<file path="src/sv/cdll_pkg.sv">
package cdll_pkg;

    typedef enum logic [2:0] {
        OP_PUSH_FRONT = 3'd0,
        OP_PUSH_BACK  = 3'd1,
        OP_INSERT     = 3'd2,
        OP_SEARCH     = 3'd3,
        OP_POP_FRONT  = 3'd4,
        OP_POP_BACK   = 3'd5,
        OP_DELETE     = 3'd6,
        OP_NOP        = 3'd7
    } opcode_t;

    typedef enum logic [2:0] {
        ST_OK         = 3'd0,
        ST_NOT_FOUND  = 3'd1,
        ST_EMPTY      = 3'd2,
        ST_FULL       = 3'd3,
        ST_BAD_HANDLE = 3'd4
    } status_t;

    // where the node memories are read, and where n is loaded from
    typedef enum logic [1:0] {
        RA_HEAD    = 2'd0,
        RA_HANDLE  = 2'd1,
        RA_NEXT_RD = 2'd2,
        RA_PREV_RD = 2'd3
    } raddr_sel_t;

    typedef enum logic [1:0] {
        RES_NONE = 2'd0,
        RES_NEW  = 2'd1,
        RES_NODE = 2'd2
    } res_kind_t;

    typedef struct packed {
        logic       load;
        logic       rd_en;
        raddr_sel_t raddr_sel;
        logic       n_load;
        logic       k_inc;
        logic       link_b;
        logic       link_c;
        logic       unlink;
        logic       res_set;
        status_t    res_status;
        res_kind_t  res_kind;
        logic       out_load;
    } cmd_t;

    typedef struct packed {
        opcode_t op;
        logic    empty;
        logic    full;
        logic    bad_handle;
        logic    match;
        logic    last;
        logic    out_busy;
    } stat_t;

endpackage

</file>
<file path="src/sv/cdll_ctrl.sv">
module cdll_ctrl (
    input  logic             aclk,
    input  logic             aresetn,
    input  logic             s_valid,
    output logic             s_ready,
    input  cdll_pkg::stat_t  stat,
    output cdll_pkg::cmd_t   cmd
);

    typedef enum logic [3:0] {
        IDLE,
        DECODE,
        LINK_B,
        LINK_C,
        WALK_CMP,
        POP_A,
        POP_B,
        UNLINK,
        RESP
    } state_t;

    state_t state_reg, state_next;

    assign s_ready = (state_reg == IDLE);

    always_ff @(posedge aclk) begin
        if (!aresetn) begin
            state_reg <= IDLE;
        end else begin
            state_reg <= state_next;
        end
    end

    always_comb begin
        cmd            = '0;
        cmd.raddr_sel  = cdll_pkg::RA_HEAD;
        cmd.res_status = cdll_pkg::ST_OK;
        cmd.res_kind   = cdll_pkg::RES_NONE;
        state_next     = state_reg;
        case (state_reg)
            IDLE: begin
                if (s_valid) begin
                    cmd.load   = 1'b1;
                    state_next = DECODE;
                end
            end
            DECODE: begin
                case (stat.op)
                    cdll_pkg::OP_PUSH_FRONT, cdll_pkg::OP_PUSH_BACK: begin
                        if (stat.full) begin
                            cmd.res_set    = 1'b1;
                            cmd.res_status = cdll_pkg::ST_FULL;
                            state_next     = RESP;
                        end else begin
                            cmd.rd_en     = 1'b1;
                            cmd.raddr_sel = cdll_pkg::RA_HEAD;
                            state_next    = LINK_B;
                        end
                    end
                    cdll_pkg::OP_INSERT: begin
                        if (stat.bad_handle) begin
                            cmd.res_set    = 1'b1;
                            cmd.res_status = cdll_pkg::ST_BAD_HANDLE;
                            state_next     = RESP;
                        end else if (stat.full) begin
                            cmd.res_set    = 1'b1;
                            cmd.res_status = cdll_pkg::ST_FULL;
                            state_next     = RESP;
                        end else begin
                            cmd.rd_en     = 1'b1;
                            cmd.raddr_sel = cdll_pkg::RA_HANDLE;
                            state_next    = LINK_B;
                        end
                    end
                    cdll_pkg::OP_SEARCH, cdll_pkg::OP_DELETE,
                    cdll_pkg::OP_POP_FRONT, cdll_pkg::OP_POP_BACK: begin
                        if (stat.empty) begin
                            cmd.res_set    = 1'b1;
                            cmd.res_status = cdll_pkg::ST_EMPTY;
                            state_next     = RESP;
                        end else begin
                            cmd.rd_en     = 1'b1;
                            cmd.raddr_sel = cdll_pkg::RA_HEAD;
                            cmd.n_load    = 1'b1;
                            if (stat.op == cdll_pkg::OP_SEARCH ||
                                stat.op == cdll_pkg::OP_DELETE) begin
                                state_next = WALK_CMP;
                            end else begin
                                state_next = POP_A;
                            end
                        end
                    end
                    default: begin
                        cmd.res_set = 1'b1;
                        state_next  = RESP;
                    end
                endcase
            end
            LINK_B: begin
                cmd.link_b = 1'b1;
                state_next = LINK_C;
            end
            LINK_C: begin
                cmd.link_c   = 1'b1;
                cmd.res_set  = 1'b1;
                cmd.res_kind = cdll_pkg::RES_NEW;
                state_next   = RESP;
            end
            WALK_CMP: begin
                if (stat.match) begin
                    cmd.res_set  = 1'b1;
                    cmd.res_kind = cdll_pkg::RES_NODE;
                    state_next   = (stat.op == cdll_pkg::OP_DELETE) ? UNLINK : RESP;
                end else if (stat.last) begin
                    cmd.res_set    = 1'b1;
                    cmd.res_status = cdll_pkg::ST_NOT_FOUND;
                    state_next     = RESP;
                end else begin
                    // follow next link, one node a cycle
                    cmd.rd_en     = 1'b1;
                    cmd.raddr_sel = cdll_pkg::RA_NEXT_RD;
                    cmd.n_load    = 1'b1;
                    cmd.k_inc     = 1'b1;
                end
            end
            POP_A: begin
                if (stat.op == cdll_pkg::OP_POP_FRONT) begin
                    cmd.res_set  = 1'b1;
                    cmd.res_kind = cdll_pkg::RES_NODE;
                    state_next   = UNLINK;
                end else begin
                    cmd.rd_en     = 1'b1;
                    cmd.raddr_sel = cdll_pkg::RA_PREV_RD;
                    cmd.n_load    = 1'b1;
                    state_next    = POP_B;
                end
            end
            POP_B: begin
                cmd.res_set  = 1'b1;
                cmd.res_kind = cdll_pkg::RES_NODE;
                state_next   = UNLINK;
            end
            UNLINK: begin
                cmd.unlink = 1'b1;
                state_next = RESP;
            end
            RESP: begin
                if (!stat.out_busy) begin
                    cmd.out_load = 1'b1;
                    state_next   = IDLE;
                end
            end
            default: begin
                state_next = IDLE;
            end
        endcase
    end

endmodule

</file>
<file path="config.mk">
export PLATFORM = sky130hd
export DESIGN_NAME = cdll_ctrl
export DESIGN_NICKNAME = d
export VERILOG_FILES = /design/src/sv/cdll_pkg.sv /design/src/sv/cdll_ctrl.sv
export SDC_FILE = /design/constraint.sdc
export NUM_CORES = 1
export LEC_CHECK = 0
export ABC_AREA = 1
export BUFFER_PORTS_ARGS = -buffer_cell sky130_fd_sc_hd__buf_2
export CORE_AREA = 2 2 39 41
export CTS_CLUSTER_SIZE = 40
export DETAILED_ROUTE_END_ITERATION = 8
export DIE_AREA = 0 0 41 43
export PLACE_DENSITY = 0.74
export SETUP_SLACK_MARGIN = 0.2
export SLEW_MARGIN = 20
export SYNTH_ARGS = -nofsm -noshare
export SYNTH_HDL_FRONTEND = slang
export SYNTH_SLANG_ARGS = --single-unit
</file>
<file path="constraint.sdc">
create_clock -name aclk -period 1.54 [get_ports aclk]
set_clock_uncertainty 0.1 [all_clocks]
set_input_delay 0.077 -clock aclk [delete_from_list [all_inputs] [get_ports aclk]]
set_output_delay 0.077 -clock aclk [all_outputs]
set_load 0.02 [all_outputs]
</file>
==> metrics.md <==
| Metric | Value |
|---|---|
| Remaining Overflow, GRT | `0` |
| Clock Tree Root | `clkbuf_4` |
| Routed wire length | `around 2200 um` |
| VDD IR max | `between 500 and 600 uV` |
| Yosys cell types | `22` |
| Setup TNS | `-0.05050 ns` |
| Worst Max-Slew Pin Slew | `between 0.2 and 0.3 ns` |
| Number of global-route vias before repair | `692` |
| Crit share post-route | `101.9%` |
| IO buf count | `28` |
| Fill cells | `88` |
| Crit Path Class | `flip-flop to output pin` |
| Routed WL per cell | `~14 um` |
| Nets | `roughly 160` |
| Leak | `0.5576 nW` |
| Max Fclk | `approximately 640 MHz` |
| FFs w/ async S/R, synth | `0%` |
| Layout area overhead | `96.10%` |
| Max-cap violations | `0` |
| ANT nets after route | `0` |
| Final Slew Violations | `0` |
| Core area | `1384 sq um` |
| Finished Layout Cells | `between 150 and 200` |
| Pre-Repair DR Iteration Count | `4` |
| Synthesized Nets | `113` |
| Most frequent cell on the critical path | `inv_4` |
| Minimum clock period | `1.569 ns` |
| DRC errors left | `0` |
| Startpoint types | `flip-flop` |
| Clock latency on the worst-skew pair | `0.25 ns` |
| CTS Sinks | `4` |
| Mean post-synth cell area | `approximately 5.4 sq um` |
| Synth warn | `0` |
| Final Hold Viols | `0` |
| Die H | `between 40 and 50 um` |
| FF+latch count, synth | `4` |
| Clk buf depth | `2` |
| Die area | `1763 sq um` |
| Hold Slack | `between 0.1 and 0.15 ns` |
| Status | `complete, but fails checks` |
| Crit-path cells | `inv_4 -> nand2_4 -> nor2_4 -> inv_4 -> o31ai_2 -> buf_4` |
| Post-DP HPWL | `1199 um` |
| Most common cell after layout, fill and taps aside | `nand2_1` |
| PwrDens | `776.2 nW/um^2` |
| Worst min-delay path class | `input port to flip-flop` |
| Crit path max-delay family | `flip-flops` |
| # H-tree levels | `1` |
| RSZ-0062 raised after global routing | `yes` |
| Relative slew slack | `80.33%` |
| Clk pin slew, worst setup/hold paths | `roughly 0.050 ns` |
| GPL Wtd Cong | `between 0.8 and 0.9` |
| Most frequent cells in the layout | `17 x nand2_1, 16 x buf_4, 13 x buf_2, 13 x buf_6, 11 x nor2_1` |
| Starting Density | `between 30% and 40%` |
| Via count | `879` |
| Mapped Area | `about 550 sq um` |
| Largest net degree at the start of global routing | `9` |
| Total GRT Usage | `between 20% and 30%` |
| CP bufs+invs | `3` |
| I/O pins | `29` |
| Synth Instances | `between 100 and 150` |
| Sequential area share after synthesis | `between 10 and 15%` |
| Die width | `41 um` |
| Std-Cell Rows | `14` |
| CTS tree | `yes` |
| Required time of the critical path | `approximately 1.4 ns` |
| Max FO, Critical Path | `4` |
| Layout cells sized above 1 | `between 50% and 60%` |
| Crit-path slowest cell | `dfxtp_4` |
| Max incr delay on CP | `roughly 0.36 ns` |
| TritonCTS Buffers | `3` |
| First-pass GRT wire length | `~2800 um` |
| DR vias/cell | `roughly 5.5` |
| Initial antenna violation count | `0` |
| Largest register FFs | `4` |
| Initial drt markers | `39` |
| Endpoints failing setup | `3` |
| Total Power | `around 0.83 mW` |
| Dpl cells | `about 140` |
| Critical path capture point type | `output pin` |
| Crit path DAT | `approximately 1.4 ns` |
| Dominant synthesized flop cell | `dfxtp_1` |
| Failing checks | `setup timing` |
| EDFF count, synth | `0` |
| ANT cells | `0` |
| PnR worst setup slack | `-0.02874 ns` |
timing repair:
action                     4_1_cts  5_1_grt
gates cloned                     0        0
setup endpoints to repair       16       18
hold buffers                     1        0
setup buffers                   10        4
hold endpoints to repair         1        0
pin swaps                        5        9
resized for setup               31       40
cell families after synthesis:
group,share of synthesized area [%]
compound gates,12.38
buf+inv,15.37
flops,14.68
simple gates,57.57
final timing paths:
| kind | startpoint | endpoint | slack (ns) | depth (start not counted) |
|---|---|---|---|---|
| worst max register to register | state_reg[3] | state_reg[2] | 0.05 | 10 |
| worst min register to register | state_reg[3] | state_reg[0] | 0.48 | 3 |
| worst max-delay path | state_reg[3] | cmd[3] | -0.03 | 6 |
| worst min-delay path | stat[0] | state_reg[3] | 0.11 | 3 |
power by group:
part,switching (mW),leakage (nW),internal (mW),total [mW]
Combinational,0.303,0.509,0.236,0.539
Sequential,0.0265,0.0353,0.121,0.147
Clock,0.0556,0.0138,0.0880,0.144
worst min-delay path, stage by stage:
cell,delay (ns)
buf_2,0.11
nand3_1,0.13
a21oi_1,0.09
through the flow:
step / util (%) / worst slack [ns] / cell area, sq um
after global placement: 50.90 / 0.1324 / 704.4
after CTS: 65.28 / 0.01440 / 903.4
after detailed placement: 50.90 / 0.1233 / 704.4
after global routing: 77.31 / -0.06561 / 1070
after floorplan: - / 0.09671 / 554.3
final: 77.31 / -0.02874 / 1070
layer usage:
metal  share of wire (%)  global-route usage, %  routed length (um)
met5                   0                      0                   0
met4                 4.5                  14.00                  99
met3                 8.2                  3.665                 178
met2                  49                  34.69                1073
met1                  38                  29.68                 823
cell type report:
cell class	count	area, sq um	share of cell area, %
clock buffers	3	22.52	2.105
inverters	19	86.33	8.070
multi-input cells	76	506.7	47.37
flip-flops and latches	4	92.59	8.655
well taps	16	20.02	1.871
repair buffers	43	341.6	31.93
Yosys cell counts (2+ instances only):
master,n,area (sq um)
nand3_1,13,65.06
nand2_1,19,71.32
inv_1,15,56.30
o21ai_0,3,15.01
o31ai_1,2,15.01
inv_2,3,11.26
a21oi_1,3,15.01
buf_2,2,10.01
nor2_1,18,67.56
nor2_2,3,18.77
dfxtp_1,4,80.08
nand4_1,3,18.77
nor2_4,2,22.52
nor3_1,3,15.01
Power figures use the tool's default switching activity.
